<file path="src/design/dfd_pkg.sv">
package dfd_pkg;

    typedef enum logic [2:0] {
        PH_HUNT,
        PH_COUNTS,
        PH_BETWEEN,
        PH_PAYLOAD,
        PH_TAIL,
        PH_DISCARD
    } phase_t;

    localparam logic [7:0] BYTE_HEADER  = 8'hAA;
    localparam logic [7:0] BYTE_TRAILER = 8'hBB;
    localparam logic [7:0] BYTE_START_LO = 8'h1A;
    localparam logic [7:0] BYTE_START_HI = 8'h4A;
    localparam logic [3:0] START_NIBBLE = 4'hA;
    localparam logic [3:0] TAIL_NIBBLE  = 4'hB;

    localparam logic [2:0] KIND_OBJECT = 3'd0;
    localparam logic [2:0] KIND_ZEBRA  = 3'd1;
    localparam logic [2:0] KIND_LIGHT  = 3'd2;
    localparam logic [2:0] KIND_STAIRS = 3'd3;
    localparam logic [2:0] KIND_END    = 3'd4;

    localparam logic [1:0] ST_OK           = 2'd0;
    localparam logic [1:0] ST_TAIL_BAD     = 2'd1;
    localparam logic [1:0] ST_FRAME_BAD    = 2'd2;
    localparam logic [1:0] ST_END_IN_GROUP = 2'd3;

    localparam logic [1:0] GROUP_OBJECT = 2'd0;
    localparam logic [1:0] GROUP_ZEBRA  = 2'd1;

    localparam int PAYLOAD_MAX = 9;

    typedef struct packed {
        logic       valid;
        logic [7:0] data;
        logic       last;
    } beat_t;

    typedef struct packed {
        logic [2:0]  kind;
        logic [7:0]  record_index;
        logic [15:0] pos_x;
        logic [15:0] pos_y;
        logic [7:0]  attribute;
        logic [7:0]  distance_tenths;
        logic [7:0]  vertical;
        logic [15:0] wide_value;
        logic [1:0]  status;
    } result_t;

    function automatic logic [3:0] payload_len(input logic [1:0] group);
        logic [3:0] len;
        case (group)
            2'd0:    len = 4'd9;
            2'd1:    len = 4'd6;
            default: len = 4'd5;
        endcase
        return len;
    endfunction

endpackage

</file>
<file path="src/design/dfd_in_stage.sv">
module dfd_in_stage (
    input  logic           clk,
    input  logic           rst_n,
    input  logic           in_valid,
    input  logic [7:0]     data_byte,
    input  logic           frame_last,
    input  logic           advance,
    output logic           in_stall,
    output dfd_pkg::beat_t beat
);
    import dfd_pkg::*;

    logic       valid_reg;
    logic       valid_next;
    logic [7:0] data_reg;
    logic       last_reg;
    logic       take;

    assign in_stall = valid_reg && !advance;
    assign take     = in_valid && !in_stall;

    always_comb
    begin
        valid_next = valid_reg;
        if (take)
        begin
            valid_next = 1'b1;
        end
        else if (advance)
        begin
            valid_next = 1'b0;
        end
    end

    always_ff @(posedge clk or negedge rst_n)
    begin
        if (!rst_n)
        begin
            valid_reg <= 1'b0;
        end
        else
        begin
            valid_reg <= valid_next;
        end
    end

    always_ff @(posedge clk)
    begin
        if (take)
        begin
            data_reg <= data_byte;
            last_reg <= frame_last;
        end
    end

    assign beat.valid = valid_reg;
    assign beat.data  = data_reg;
    assign beat.last  = last_reg;

endmodule

</file>
<file path="src/design/dfd_parser.sv">
module dfd_parser (
    input  logic             clk,
    input  logic             rst_n,
    input  dfd_pkg::beat_t   beat,
    input  logic             advance,
    output logic             has_result,
    output dfd_pkg::result_t res
);
    import dfd_pkg::*;

    phase_t     phase_reg, phase_next;
    logic [2:0] hpos_reg, hpos_next;
    logic [1:0] group_reg, group_next;
    logic [7:0] left_reg, left_next;
    logic [7:0] index_reg, index_next;
    logic [3:0] bpos_reg, bpos_next;
    logic       seen_reg, seen_next;
    logic [7:0] counts_reg [4];
    logic [7:0] counts_next [4];
    logic [7:0] store_reg [PAYLOAD_MAX];
    logic [7:0] view [PAYLOAD_MAX];
    logic [7:0] b;
    logic [1:0] start_type;
    logic [7:0] want;
    logic [3:0] plen;

    assign b          = beat.data;
    assign start_type = 2'(b[5:4] - 2'd1);
    assign want       = {1'b0, 3'({1'b0, group_reg} + 3'd1), TAIL_NIBBLE};
    assign plen       = payload_len(group_reg);

    always_comb
    begin
        for (int k = 0; k < PAYLOAD_MAX; k++)
        begin
            view[k] = (bpos_reg == 4'(k)) ? b : store_reg[k];
        end
    end

    always_comb
    begin
        phase_next = phase_reg;
        hpos_next  = hpos_reg;
        group_next = group_reg;
        left_next  = left_reg;
        index_next = index_reg;
        bpos_next  = bpos_reg;
        seen_next  = seen_reg;
        for (int k = 0; k < 4; k++)
        begin
            counts_next[k] = counts_reg[k];
        end
        has_result = 1'b0;
        res        = '0;

        if (beat.last)
        begin
            has_result = 1'b1;
            res.kind   = KIND_END;
            if (!seen_reg || phase_reg == PH_COUNTS || phase_reg == PH_HUNT
                || phase_reg == PH_DISCARD)
            begin
                res.status = ST_FRAME_BAD;
            end
            else if (phase_reg == PH_PAYLOAD || phase_reg == PH_TAIL)
            begin
                res.status = ST_END_IN_GROUP;
            end
            else if (b != BYTE_TRAILER)
            begin
                res.status = ST_FRAME_BAD;
            end
            else
            begin
                res.status = ST_OK;
            end
            phase_next = PH_HUNT;
            hpos_next  = '0;
            group_next = '0;
            left_next  = '0;
            index_next = '0;
            bpos_next  = '0;
            seen_next  = 1'b0;
            for (int k = 0; k < 4; k++)
            begin
                counts_next[k] = '0;
            end
        end
        else
        begin
            case (phase_reg)
                PH_HUNT:
                begin
                    if (b == BYTE_HEADER)
                    begin
                        seen_next  = 1'b1;
                        hpos_next  = '0;
                        phase_next = PH_COUNTS;
                    end
                    else
                    begin
                        phase_next = PH_DISCARD;
                    end
                end
                PH_COUNTS:
                begin
                    counts_next[hpos_reg[1:0]] = b;
                    hpos_next = 3'(hpos_reg + 3'd1);
                    if (hpos_next[2])
                    begin
                        phase_next = PH_BETWEEN;
                    end
                end
                PH_BETWEEN:
                begin
                    if (b[3:0] == START_NIBBLE && b >= BYTE_START_LO && b <= BYTE_START_HI
                        && counts_reg[start_type] != 8'd0)
                    begin
                        group_next = start_type;
                        left_next  = counts_reg[start_type];
                        index_next = '0;
                        bpos_next  = '0;
                        phase_next = PH_PAYLOAD;
                    end
                end
                PH_PAYLOAD:
                begin
                    bpos_next = 4'(bpos_reg + 4'd1);
                    if (bpos_next == plen)
                    begin
                        phase_next       = PH_TAIL;
                        has_result       = 1'b1;
                        res.kind         = {1'b0, group_reg};
                        res.record_index = index_reg;
                        res.pos_x        = {view[0], view[1]};
                        res.pos_y        = {view[2], view[3]};
                        if (group_reg == GROUP_OBJECT)
                        begin
                            res.attribute       = view[4];
                            res.distance_tenths = view[5];
                            res.vertical        = view[6];
                            res.wide_value      = {view[7], view[8]};
                        end
                        else if (group_reg == GROUP_ZEBRA)
                        begin
                            res.wide_value = {view[4], view[5]};
                        end
                        else
                        begin
                            res.attribute = view[4];
                        end
                    end
                end
                PH_TAIL:
                begin
                    bpos_next = '0;
                    if (b == want)
                    begin
                        left_next  = 8'(left_reg - 8'd1);
                        index_next = 8'(index_reg + 8'd1);
                        phase_next = (left_next == 8'd0) ? PH_BETWEEN : PH_PAYLOAD;
                    end
                    else
                    begin
                        has_result       = 1'b1;
                        res.kind         = {1'b0, group_reg};
                        res.record_index = index_reg;
                        res.status       = ST_TAIL_BAD;
                        left_next        = '0;
                        phase_next       = PH_BETWEEN;
                    end
                end
                default:
                begin
                end
            endcase
        end
    end

    always_ff @(posedge clk or negedge rst_n)
    begin
        if (!rst_n)
        begin
            phase_reg <= PH_HUNT;
            hpos_reg  <= '0;
            group_reg <= '0;
            left_reg  <= '0;
            index_reg <= '0;
            bpos_reg  <= '0;
            seen_reg  <= 1'b0;
            for (int k = 0; k < 4; k++)
            begin
                counts_reg[k] <= '0;
            end
        end
        else if (advance)
        begin
            phase_reg <= phase_next;
            hpos_reg  <= hpos_next;
            group_reg <= group_next;
            left_reg  <= left_next;
            index_reg <= index_next;
            bpos_reg  <= bpos_next;
            seen_reg  <= seen_next;
            for (int k = 0; k < 4; k++)
            begin
                counts_reg[k] <= counts_next[k];
            end
        end
    end

    // Payload bytes land in the slot named by the byte position.
    always_ff @(posedge clk)
    begin
        for (int k = 0; k < PAYLOAD_MAX; k++)
        begin
            if (advance && !beat.last && phase_reg == PH_PAYLOAD && bpos_reg == 4'(k))
            begin
                store_reg[k] <= b;
            end
        end
    end

    a_payload_pos: assert property (@(posedge clk) disable iff (!rst_n)
        phase_reg == PH_PAYLOAD |-> bpos_reg < plen)
        else $error("payload byte position past record length");

    a_tail_pos: assert property (@(posedge clk) disable iff (!rst_n)
        phase_reg == PH_TAIL |-> bpos_reg == plen)
        else $error("tail reached before record complete");

    a_counts_pos: assert property (@(posedge clk) disable iff (!rst_n)
        phase_reg == PH_COUNTS |-> !hpos_reg[2] && seen_reg)
        else $error("header count position out of range");

endmodule

</file>
<file path="src/design/dfd_out_stage.sv">
module dfd_out_stage (
    input  logic             clk,
    input  logic             rst_n,
    input  logic             load,
    input  dfd_pkg::result_t res,
    input  logic             out_stall,
    output logic             out_valid,
    output dfd_pkg::result_t held
);
    import dfd_pkg::*;

    logic    valid_reg;
    logic    valid_next;
    result_t res_reg;

    always_comb
    begin
        valid_next = valid_reg;
        if (load)
        begin
            valid_next = 1'b1;
        end
        else if (!out_stall)
        begin
            valid_next = 1'b0;
        end
    end

    always_ff @(posedge clk or negedge rst_n)
    begin
        if (!rst_n)
        begin
            valid_reg <= 1'b0;
        end
        else
        begin
            valid_reg <= valid_next;
        end
    end

    always_ff @(posedge clk)
    begin
        if (load)
        begin
            res_reg <= res;
        end
    end

    assign out_valid = valid_reg;
    assign held      = res_reg;

endmodule

</file>
<file path="src/design/detection_frame_deframer.sv">
// A byte accepted into the input register yields its result through the result register, which drives out_valid.
// Throughput: one byte per cycle while out_stall is not holding a result, set by the input and result register pair.
// A byte that causes no result still passes through the input register, and waits there while out_stall holds a result.
// Reset is asynchronous and active low; it returns the parser to header hunting.
// Payload bytes are not cleared by reset.
module detection_frame_deframer (
    input  logic        clk,
    input  logic        rst_n,
    input  logic        in_valid,
    output logic        in_stall,
    input  logic [7:0]  data_byte,
    input  logic        frame_last,
    output logic        out_valid,
    input  logic        out_stall,
    output logic [2:0]  kind,
    output logic [7:0]  record_index,
    output logic [15:0] pos_x,
    output logic [15:0] pos_y,
    output logic [7:0]  attribute,
    output logic [7:0]  distance_tenths,
    output logic [7:0]  vertical,
    output logic [15:0] wide_value,
    output logic [1:0]  status
);
    import dfd_pkg::*;

    beat_t   beat;
    result_t res;
    result_t held;
    logic    has_result;
    logic    advance;

    // The input register drains whenever the result register can take a new beat.
    assign advance = beat.valid && (!out_valid || !out_stall);

    dfd_in_stage u_in (
        .clk        (clk),
        .rst_n      (rst_n),
        .in_valid   (in_valid),
        .data_byte  (data_byte),
        .frame_last (frame_last),
        .advance    (advance),
        .in_stall   (in_stall),
        .beat       (beat)
    );

    dfd_parser u_parser (
        .clk        (clk),
        .rst_n      (rst_n),
        .beat       (beat),
        .advance    (advance),
        .has_result (has_result),
        .res        (res)
    );

    dfd_out_stage u_out (
        .clk       (clk),
        .rst_n     (rst_n),
        .load      (advance && has_result),
        .res       (res),
        .out_stall (out_stall),
        .out_valid (out_valid),
        .held      (held)
    );

    assign kind            = held.kind;
    assign record_index    = held.record_index;
    assign pos_x           = held.pos_x;
    assign pos_y           = held.pos_y;
    assign attribute       = held.attribute;
    assign distance_tenths = held.distance_tenths;
    assign vertical        = held.vertical;
    assign wide_value      = held.wide_value;
    assign status          = held.status;

    a_end_clean: assert property (@(posedge clk) disable iff (!rst_n)
        out_valid && kind == KIND_END |-> record_index == 8'd0 && pos_x == 16'd0
            && pos_y == 16'd0 && wide_value == 16'd0)
        else $error("frame end beat carries record data");

    a_tail_kind: assert property (@(posedge clk) disable iff (!rst_n)
        out_valid && status == ST_TAIL_BAD |-> kind != KIND_END && pos_x == 16'd0)
        else $error("tail mismatch beat malformed");

    a_group_status: assert property (@(posedge clk) disable iff (!rst_n)
        out_valid && (status == ST_END_IN_GROUP || status == ST_FRAME_BAD) |-> kind == KIND_END)
        else $error("frame status on a record beat");

endmodule
</file>
<file path="config.mk">
export PLATFORM = sky130hd
export DESIGN_NAME = detection_frame_deframer
export DESIGN_NICKNAME = d
export VERILOG_FILES = /design/src/design/dfd_pkg.sv /design/src/design/dfd_in_stage.sv /design/src/design/dfd_parser.sv /design/src/design/dfd_out_stage.sv /design/src/design/detection_frame_deframer.sv
export SDC_FILE = /design/constraint.sdc
export NUM_CORES = 1
export LEC_CHECK = 0
export BUFFER_PORTS_ARGS = -buffer_cell sky130_fd_sc_hd__buf_2
export CORE_UTILIZATION = 49
export DETAILED_ROUTE_END_ITERATION = 16
export PLACE_DENSITY = 0.69
export SLEW_MARGIN = 20
export SYNTH_ARGS = -nofsm -noshare
export SYNTH_HDL_FRONTEND = slang
export SYNTH_SLANG_ARGS = --single-unit
</file>
<file path="constraint.sdc">
create_clock -name clk -period 5.5 [get_ports clk]
set_input_delay 1.1 -clock clk [delete_from_list [all_inputs] [get_ports clk]]
set_output_delay 1.1 -clock clk [all_outputs]
set_load 0.05 [all_outputs]
</file>
# Word level (Yosys, flattened, before mapping)
# Memories as Yosys holds them, arrays and structs flattened.
# Cells that the tools add are included.
dict set report word_totals {
  register_bits 157
  ram_bits 72
  wordCells 239
  n_memories 1
}
# name depth width read_ports rd_ports_with_merged_regs write_ports line_no
set mem_list {}
lappend mem_list {u_parser.store_reg 9 8 9 0 1 dfd_parser.sv:20} ;# logic [7:0] store_reg [PAYLOAD_MAX];
dict set report classes {
  addsub 6
  order_cmp 5
  eq_ne 25
  mux 110
  bitwise_logic 5
  reduce_logical 63
}
# operator n
set ops {}
lappend ops {{two-way mux 8 bit} 28}
lappend ops {{two-way mux 82 bit} 1}
lappend ops {{two-way mux 32 bit} 2}
lappend ops {{OR reduction 8 bit} 8}
lappend ops {{two-way mux 16 bit} 3}
lappend ops {{two-way mux 4 bit} 10}
lappend ops {{two-way mux 1 bit} 38}
lappend ops {{bitwise mux 32 bit} 1}
lappend ops {{case mux 8 bit (2 select lines)} 2}
lappend ops {{two-way mux 3 bit} 8}
lappend ops {{case mux 11 bit (2 select lines)} 1}
lappend ops {{logical AND 1 bit} 19}
lappend ops {{binary-select mux 8 bit (select 2 bit)} 1}
lappend ops {{demux 8 bit (select 2 bit)} 1}
lappend ops {{== test 4 x 3 -> 1 bit, second input constant} 4}
lappend ops {{two-way mux 2 bit} 8}
lappend ops {{case mux 3 bit (5 select lines)} 1}
lappend ops {{AND reduction 3 bit} 5}
lappend ops {{case mux 4 bit (3 select lines)} 1}
lappend ops {{nonzero test 2 bit} 6}
lappend ops {{two-way mux 10 bit} 1}
lappend ops {{inequality test 3 bit, second input constant} 3}
lappend ops {{adder 8 x 1 -> 8 bit, second input constant} 1}
lappend ops {{== test 4 x 2 -> 1 bit, second input constant} 2}
lappend ops {{41 further kinds} 59}

# Logic depth before layout (Yosys ltp)
# Gate-level depths: netlist (run 1).
dict set report logic_depth {
  ltp_word 17
  depth_mapped 12
  depth_no_buf 8
}

# Modules after synthesis
# Synthesis (run 1) repeated with hierarchy kept, for this count alone.
dict set report unflattened {
  cells_unflattened 883
  area_unflattened_um2 10470.0
}
# module n_inst cells_each area_each_um2 seq_area_each_um2
set by_module_without_submodules {}
lappend by_module_without_submodules {dfd_parser 1 778 7524.7 3688.5}
lappend by_module_without_submodules {dfd_out_stage 1 87 2585.0 2577.5}
lappend by_module_without_submodules {dfd_in_stage 1 16 342.8 295.3}
lappend by_module_without_submodules {detection_frame_deframer 1 2 17.5 0.0}

# Least setup slack after synthesis (run 1)
# No wires, ideal clock.
dict set report synth_path {
  kind {input -> register}
  from {input out_stall}
  to {register u_out.res_reg (netlist bit u_out.held[0]), enable pin}
  t_arrival_ps 5292
  setup_slack_ps -321
  stages 4
  path_cell_list {a21bo_2 clkbuf_1 clkbuf_1 nor2_1}
}
dict set report synth_via {
  elab_chain_cells 4
}
# item line_no
set synth_lines {}
lappend synth_lines {{from (decl)} detection_frame_deframer.sv:14} ;# input logic out_stall,
lappend synth_lines {{zero test 1 bit} --}
lappend synth_lines {{logical OR 1 bit} detection_frame_deframer.sv:34} ;# assign advance = beat.valid && (!out_valid || !out_stall);
lappend synth_lines {{logical AND 1 bit} detection_frame_deframer.sv:34}
lappend synth_lines {{logical AND 1 bit} detection_frame_deframer.sv:59} ;# .load (advance && has_result),
lappend synth_lines {{net u_out.load} dfd_out_stage.sv:4} ;# input logic load,
lappend synth_lines {{to (signal assigned)} dfd_out_stage.sv:45} ;# res_reg <= res;
lappend synth_lines {{to (decl)} dfd_out_stage.sv:14} ;# result_t res_reg;
# The timed path passes the listed nets, and every way through them passes these cells.
# A chain may end at the register's enable or synchronous reset.

# Worst setup path in the final report (run 1)
dict set report layout_path {
  from {register u_in.data_reg[4]}
  to {register u_parser.left_reg[3]}
}
dict set report layout_via {
  elab_chain_cells 9
}
# item line_no
set layout_lines {}
lappend layout_lines {{from (decl)} dfd_in_stage.sv:15} ;# logic [7:0] data_reg;
lappend layout_lines {{from (signal assigned)} dfd_in_stage.sv:51} ;# data_reg <= data_byte;
lappend layout_lines {{subtractor 2 x 1 -> 2 bit} dfd_parser.sv:28} ;# assign start_type = 2'(b[5:4] - 2'd1);
lappend layout_lines {{inverter 2 -> 3 bit (implied by the code)} {dfd_parser.sv:117, dfd_parser.sv:120}}
lappend layout_lines {{binary-select mux 8 bit (select 2 bit)} {dfd_parser.sv:117, dfd_parser.sv:120}}
lappend layout_lines {{two-way mux 8 bit (implied by the code) (2 in series)} {dfd_parser.sv:117, dfd_parser.sv:120}}
lappend layout_lines {{nonzero test 8 bit} dfd_parser.sv:117} ;# && counts_reg[start_type] != 8'd0)
lappend layout_lines {{logical AND 1 bit} dfd_parser.sv:117}
lappend layout_lines {{inequality test 3 x 2 -> 1 bit (no source line)} --}
lappend layout_lines {{AND reduction 3 bit (no source line)} --}
lappend layout_lines {{to (signal assigned)} dfd_parser.sv:201} ;# left_reg <= left_next;
lappend layout_lines {{to (decl)} dfd_parser.sv:14} ;# logic [7:0] left_reg, left_next;
# Several ways; a longest one is shown, not always the timed one. The select of a mux whose other input is x is not followed.

==> results of run 1 <==
-- layer usage --
metal | wire (um) | share of wire, %
met1 | 10130 | 43
met2 | 11440 | 49
met3 | 1433 | 6.1
met4 | 503 | 2.1
met5 | 0 | 0
-- Yosys cell counts, drive strengths merged (4+ instances only) --
cell and number:
a21oi 66, a22oi 27, a31oi 5, and2 17
and3 16, buf 14, clkbuf 41, dfrtp 63
edfxtp 166, ha 20, inv 21, mux2i 29
mux4 8, nand2 141, nand2b 4, nand3 19
nor2 71, nor2b 4, nor3 11, o21ai 46
o22a 16, o31ai 14, or4 4, xnor2 7
xor2 5
-- logic make-up (layout without fill, tap and decap cells) --
kind of cell	Yosys count	in the layout
AND/OR/NAND/NOR	304	304
flip-flops	229	229
AO/OA/AOI/OAI	202	202
buffers and inverters	76	177
multiplexers	39	39
adder cells (fa/ha/maj)	20	20
XOR/XNOR	12	12
-- layout make-up --
class                           instances  area, um2
Fill cell                            1699       8594
Sequential cell                       229       6561
Multi-Input combinational cell        577       3521
Clock buffer                           32      661.9
Timing Repair Buffer                  113      633.1
Tap cell                              270      337.8
Clock inverter                         11      106.4
Inverter                               21      78.83
-- worst max-delay path, delay by kind of cell (launching register included) --
family,cells,cell delay [ns]
AOI/OAI and AO/OA,4,1.02
adders and majority gates,1,0.56
buffers and inverters,1,0.21
DFF,1,0.64
muxes,1,0.38
and+or+nand+nor,1,0.59
-- where the power goes --
part | switching, mW | total [mW] | internal, mW | leakage (nW)
Clock | 0.643 | 1.58 | 0.938 | 0.382
Sequential | 0.168 | 2.29 | 2.12 | 2.42
Combinational | 0.950 | 1.32 | 0.369 | 2.04
-- path summary, 6_finish.rpt --
kind	startpoint	end	cells after the start
max in group asynchronous	rst_n	u_parser.index_reg[1]	2
worst max-delay path	u_in.data_reg[4]	u_parser.left_reg[3]	8
worst min-delay path	u_parser.index_reg[7]	u_parser.index_reg[7]	1
worst min register to register	u_parser.index_reg[7]	u_parser.index_reg[7]	1
min in group asynchronous	rst_n	u_parser.hpos_reg[0]	2
worst max register to register	u_in.data_reg[4]	u_parser.left_reg[3]	8
==> out/results.ini, run 1 <==
[die]
die_area_um2=21800
start_util_pct=50.73
die_h_um=147.7
die-width_um=147.7
core_um2=20490
std_cell_rows=52
ios=100

[placement]
dp_hpwl_um=15030
dp_cells=1209
pre_cts_ws_ns=2.028
gp_congestion=0.8663
portBuffers=99
place_area_um2=11100

[clock_tree]
root_buffer=clkbuf_16
cts_max_level=1
cts_resized=0
cts_hold_buf=0
cts_sinks=229
cts_tree=yes
clk_pin_slew_ns=0.06
cts_made_buffers=24
insertion_delay_ns=0.52
post_cts_buffers=0
clockBufferDepth=3

[finish]
mostFrequentLayoutCells=166 x edfxtp_1, 141 x nand2_1, 99 x buf_2
fin_util_pct=58.06
nets=999
stdcell_count=1253
fin_area_um2=11900
areaGrowthSynthToFinish_pct=14.47
layout-drive-gt1-share_pct=16.99
layout_commonest_cell=edfxtp_1
largest_reg_flops=85
antennaDiodeCount=0

[grt]
gr-total-overflow=0
busiest_layer=met2
met2_usage_pct=35.99
met1_usage_pct=30.53
antenna_found_initial=0
grt_pass1_vias=6968
grt_pass1_wl_um=37340
use_met3_pct=3.364
grt_usage_pct=22.02
grt_max_degree=64

[sta]
layout_min_cycle_time_ns=3.502
slew_headroom_pct=23.42
fin_crit_sh_pct=63.68
tns_ns=0
hold_viol=0
finalClockSkew_ns=0.01312
report.final.slew_viol_count=0
rsz0062_at_grt=false
max_freq_ghz=0.2855
setup_viol=0
hold_ws_ns=0.4938
worst_slack_ns=1.998
tightest_slew_ns=1.133

[synthesis]
synth_top_area_cell=edfxtp_1
syn_inst=882
synth_top_area_share_pct=47.95
async_flop_share_pct=27.51
muxShareOfSynthArea_pct=4.778
synth-simple-area-share_pct=13.15
ys_ff_latch=229
synth_top_family_by_area=simple AND/OR/NAND/NOR gates
synth_area_um2=10400
yosys_most_used_dff=edfxtp_1
syn_nets=915
ys_seq_area_share_pct=63.11
synth_compound_area_share_pct=12.44
synth_fa_ha_area_share_pct=2.407
synth_xor_area_share_pct=1.011
synth.distinct_cells=65
yosys_warnings=0
synth_edf_count=166
synth.avg_cell_area_um2=11.79
synth_area_leaders=edfxtp_1 48%, dfrtp_1 15%, nand2_1 5.1%

[drt]
drt_pass1_iterations=5
drc=0
antenna_left=0
wl_per_cell_um=18.75
viasPerCell=5.713
wirelength_um=23500
drt_iter0_markers=609
vias=7158

[setup_path]
crit_fanout=22
slowest_delay_ns=0.64
cp_slowest_cell=edfxtp_1
required_ns=5.92
criticalPathCategory=register to register
crit_path_start_kind=register
cp-end-kind=register
path_cells=inv_1 -> ha_1 -> mux4_2 -> or4_1 -> o211a_1 -> a21oi_4 -> a22oi_1 -> o31ai_1
cp.arrival_ns=3.92
ff2ff_setup_slack_ns=2.00

[status]
outcome=complete, no violations

[pwr]
power_mw=5.186
leakagePower_nw=4.841
vdd_ir_drop_max_uv=258.7
powerDensity_nw_per_um2=435.8

[flow_run]
drv_cap=0

[worst_hold_path]
hp-class=register to register

Note: power is estimated with default switching activity, not from simulation.
==> run 2, diff against run 1 <==
- clock period: 5.5 -> 3.01 ns (I/O delays scaled with it)
==> out/results.ini, run 2 (synthesis gave the netlist of run 1 again) <==
[status]
outcome=complete, no violations

[finish]
mostFrequentLayoutCells=166 x edfxtp_1, 141 x nand2_1, 99 x buf_2
areaGrowthSynthToFinish_pct=17.36
ff_latch_area_um2=6561
layout-drive-gt1-share_pct=19.76
multi_input_area_um2=3528
layout_commonest_cell=edfxtp_1
fillers=1651
largest_reg_flops=85
antennaDiodeCount=0
stdcell_count=1282
nets=1027

[drt]
drt_iter0_markers=582
viasPerCell=5.751
wl_per_cell_um=18.61
wirelength_um=23860
drt_pass1_iterations=8
antenna_left=0
vias=7373
drc=0

[pwr]
p_seq_share_pct=42.4
switchingPower_mw=3.333
p_sw_share_pct=33.92
clock_power_share_pct=31.8
vdd_ir_drop_max_uv=461.2
powerDensity_nw_per_um2=805.4
power_mw=9.827
power.share.combinational_pct=25.8
leakagePower_nw=5.016
intPower_mw=6.493

[sta]
tns_ns=0
worst_slack_ns=0.2692
setup_viol=0
fin_crit_sh_pct=91.06
finalClockSkew_ns=0.01426
layout_min_cycle_time_ns=2.741
rsz0062_at_grt=false
tightest_slew_ns=0.6977
max_freq_ghz=0.3649
slew_headroom_pct=53.32
report.final.slew_viol_count=0
hold_viol=0

[setup_path]
required_ns=3.38
cp-end-kind=register
crit_path_start_kind=register
criticalPathCategory=register to register
crit_fanout=16
cp.arrival_ns=3.11

[grt]
grt_usage_pct=22.26
gr-total-overflow=0
grt_pass1_vias=7079
antenna_found_initial=0
grt_pass1_wl_um=37960
grt_max_degree=39

[clock_tree]
root_buffer=clkbuf_16
cts_resized=0
cts_made_buffers=25
insertion_delay_ns=0.53
cts_max_level=1
clk_pin_slew_ns=0.06
clockBufferDepth=3
cts_sinks=229
cts_tree=yes

[die]
core_um2=20490
ios=100
die_area_um2=21800
std_cell_rows=52
die-width_um=147.7
die_h_um=147.7
start_util_pct=50.73

[placement]
dp_hpwl_um=15630
gp_congestion=0.8906
dp_cells=1236
pre_cts_ws_ns=0.2780
portBuffers=99

[worst_hold_path]
hp-class=input pin to register

[flow_run]
drv_cap=0

run 2: stage by stage:
step / util, % / area (um2) / hold WS (ns)
3_3_place_gp: 55.39 / 11350 / 0.4684
3_5_place_dp: 55.39 / 11350 / 0.4812
2_1_floorplan: - / 10410 / 0.3064
5_1_grt: 59.53 / 12200 / 0.2402
4_1_cts: 59.53 / 12200 / 0.2371
6_report: 59.53 / 12200 / 0.2488
run 2: cell type report:
class / count / area share, %
Clock buffer: 28 / 5.220
Clock inverter: 17 / 1.651
Inverter: 21 / 0.6461
Multi-Input combinational cell: 577 / 28.92
Sequential cell: 229 / 53.78
Tap cell: 270 / 2.769
Timing Repair Buffer: 140 / 7.015
run 2: power groups by stage:
| stage | Sequential (mW) | Combinational [mW] | Clock (mW) |
|---|---|---|---|
| floorplan | 4.86 | 1.18 | 0 |
| global placement | 4.22 | 2.49 | 0 |
| detailed placement | 4.22 | 2.53 | 0 |
| CTS | 4.16 | 2.54 | 3.18 |
| global route | 4.21 | 2.72 | 3.28 |
| finish | 4.17 | 2.53 | 3.13 |
run 2: layer usage:
| layer | up-vias | routed length, um | track usage, % |
|---|---|---|---|
| li1 | 3451 | - | - |
| met1 | 3609 | 10510 | 30.70 |
| met2 | 273 | 11400 | 36.79 |
| met3 | 40 | 1386 | 3.457 |
| met4 | 0 | 563 | 6.186 |
| met5 | - | 0 | 0 |
run 2: what timing repair did:
item,in CTS,in global routing
hold buffers,1,0
hold endpoints to repair,11,0
buffers inserted,0,0
run 2: worst paths after layout:
path                                          to  depth (start not counted)                   from  slack (ns)
setup / recovery                  u_out.held[22]                          8   u_parser.bpos_reg[0]        0.27
setup reg to reg                  u_out.held[22]                          8   u_parser.bpos_reg[0]        0.27
max in group asynchronous  u_parser.group_reg[0]                          3                  rst_n        1.86
min in group asynchronous         u_in.valid_reg                          2                  rst_n        0.49
hold reg to reg            u_parser.index_reg[7]                          1  u_parser.index_reg[7]        0.49
hold / removal                     u_in.last_reg                          1             frame_last        0.25
run 2: worst max-delay path, stage by stage (launching register included):
cell and delay (ns):
dfrtp_1 0.46, inv_1 0.10, ha_1 0.33, nand3_1 0.09, a31oi_1 0.16, o221ai_1 0.24
or4_1 0.53, or2_1 0.45, a21oi_1 0.22
==> run 3, diff against run 2 <==
- PLACE_DENSITY: 0.69 -> 0.79
- clock period: 3.01 -> 3.5 ns (I/O delays scaled with it)
==> out/results.ini, run 3 (synthesis gave the netlist of run 1 again) <==
[status]
outcome=complete, no violations

[setup_path]
cp.arrival_ns=3.64
required_ns=3.94
criticalPathCategory=register to register
crit_path_start_kind=register
slowest_delay_ns=0.58
crit_fanout=22
cp_slowest_cell=or4_1
cp-end-kind=register
r2r_start=u_in.data_reg[4]
path_cells=inv_1 -> ha_1 -> mux4_2 -> or4_1 -> o211a_1 -> a21oi_4 -> a22oi_1 -> o31ai_1
startpoint=u_in.data_reg[4]

[finish]
layout_commonest_cell=edfxtp_1
fillers=1592
multi_input_area_um2=3521
layout-drive-gt1-share_pct=17.87
largest_reg_flops=85
stdcell_count=1266
ff_latch_area_um2=6561
mostFrequentLayoutCells=166 x edfxtp_1, 141 x nand2_1, 99 x buf_2
nets=1010
areaGrowthSynthToFinish_pct=15.92
antennaDiodeCount=0

[pwr]
vdd_ir_drop_max_uv=413.4
power_mw=8.500
leakagePower_nw=4.921
clock_power_share_pct=32.6
power.share.combinational_pct=25.2
p_seq_share_pct=42.2
intPower_mw=5.606
switchingPower_mw=2.895
p_sw_share_pct=34.05
powerDensity_nw_per_um2=705.3

[placement]
dp_hpwl_um=15630
dp_cells=1220
portBuffers=99
gp_congestion=0.9243

[worst_hold_path]
hp-class=input pin to async pin

[sta]
hold_viol=0
tns_ns=0
slew_headroom_pct=38.36
report.final.slew_viol_count=0
finalClockSkew_ns=0.01393
setup_viol=0
max_freq_ghz=0.3118
fin_crit_sh_pct=91.62
tightest_slew_ns=0.9246
rsz0062_at_grt=false
layout_min_cycle_time_ns=3.207

[clock_tree]
clockBufferDepth=3
cts_sinks=229
clk_pin_slew_ns=0.06
cts_resized=0
cts_max_level=1
cts_tree=yes
cts_made_buffers=25
insertion_delay_ns=0.54
cts_hold_buf=0
post_cts_buffers=0
root_buffer=clkbuf_16

[grt]
grt_usage_pct=22.44
grt_pass1_wl_um=38260
gr-total-overflow=0
grt_pass1_vias=7123
grt_max_degree=47
antenna_found_initial=0

[drt]
drc=0
wirelength_um=24260
route.met2.wl_um=11390
wl_met3_um=1972
drt_iter0_markers=796
antenna_left=0
top_layer=met4
vias=7349
met1Wirelength_um=10050
viasPerCell=5.805
drt_pass1_iterations=5
wl_per_cell_um=19.16

[die]
ios=100
start_util_pct=50.73
die-width_um=147.7
die_area_um2=21800
std_cell_rows=52
die_h_um=147.7
core_um2=20490

[flow_run]
drv_cap=0

run 3: power by group through the flow:
stage / registers (mW) / logic, mW / clock network, mW
final: 3.59 / 2.14 / 2.77
after floorplan: 4.18 / 1.01 / 0
after global routing: 3.63 / 2.29 / 2.91
after detailed placement: 3.63 / 2.12 / 0
after global placement: 3.62 / 2.08 / 0
after CTS: 3.58 / 2.13 / 2.80
run 3: per-stage QoR:
step / setup WS [ns] / utilization, % / hold WS [ns] / cell area, um2
2_1_floorplan: 0.2525 / - / 0.4044 / 10400
3_3_place_gp: 0.4271 / 54.58 / 0.4697 / 11190
3_5_place_dp: 0.3033 / 54.58 / 0.4808 / 11190
4_1_cts: 0.2985 / 58.80 / 0.3101 / 12050
5_1_grt: 0.09653 / 58.80 / 0.3300 / 12050
6_report: 0.2931 / 58.80 / 0.3017 / 12050
run 3: path summary, 6_finish.rpt:
kind	cells past startpoint	slack (ns)	end
max in group asynchronous	2	2.40	u_parser.counts_reg[21]
worst min-delay path	1	0.30	u_parser.index_reg[2]
worst max register to register	8	0.29	u_parser.left_reg[3]
min in group clk	1	0.33	u_in.data_reg[3]
worst max-delay path	8	0.29	u_parser.left_reg[3]
worst min register to register	1	0.49	u_parser.index_reg[7]
run 3: critical path: cells and delay by family, from the launching register on:
kind            cells  cell delay [ns]
compound gates      4             1.05
simple gates        1             0.58
fa+ha+maj           1             0.54
flops               1             0.42
mux                 1             0.37
buf+inv             1             0.14
run 3: metal layers:
| metal | up-vias | GRT usage [%] |
|---|---|---|
| met5 | - | 0 |
| met4 | 0 | 9.381 |
| li1 | 3407 | - |
| met2 | 348 | 35.64 |
| met1 | 3530 | 30.61 |
| met3 | 64 | 3.951 |
run 3: layout make-up:
type                            instances  area share, %
Timing Repair Buffer                  123          5.710
Inverter                               21         0.6541
Tap cell                              270          2.803
Multi-Input combinational cell        577          29.22
Clock buffer                           29          5.316
Sequential cell                       229          54.44
Clock inverter                         17          1.858
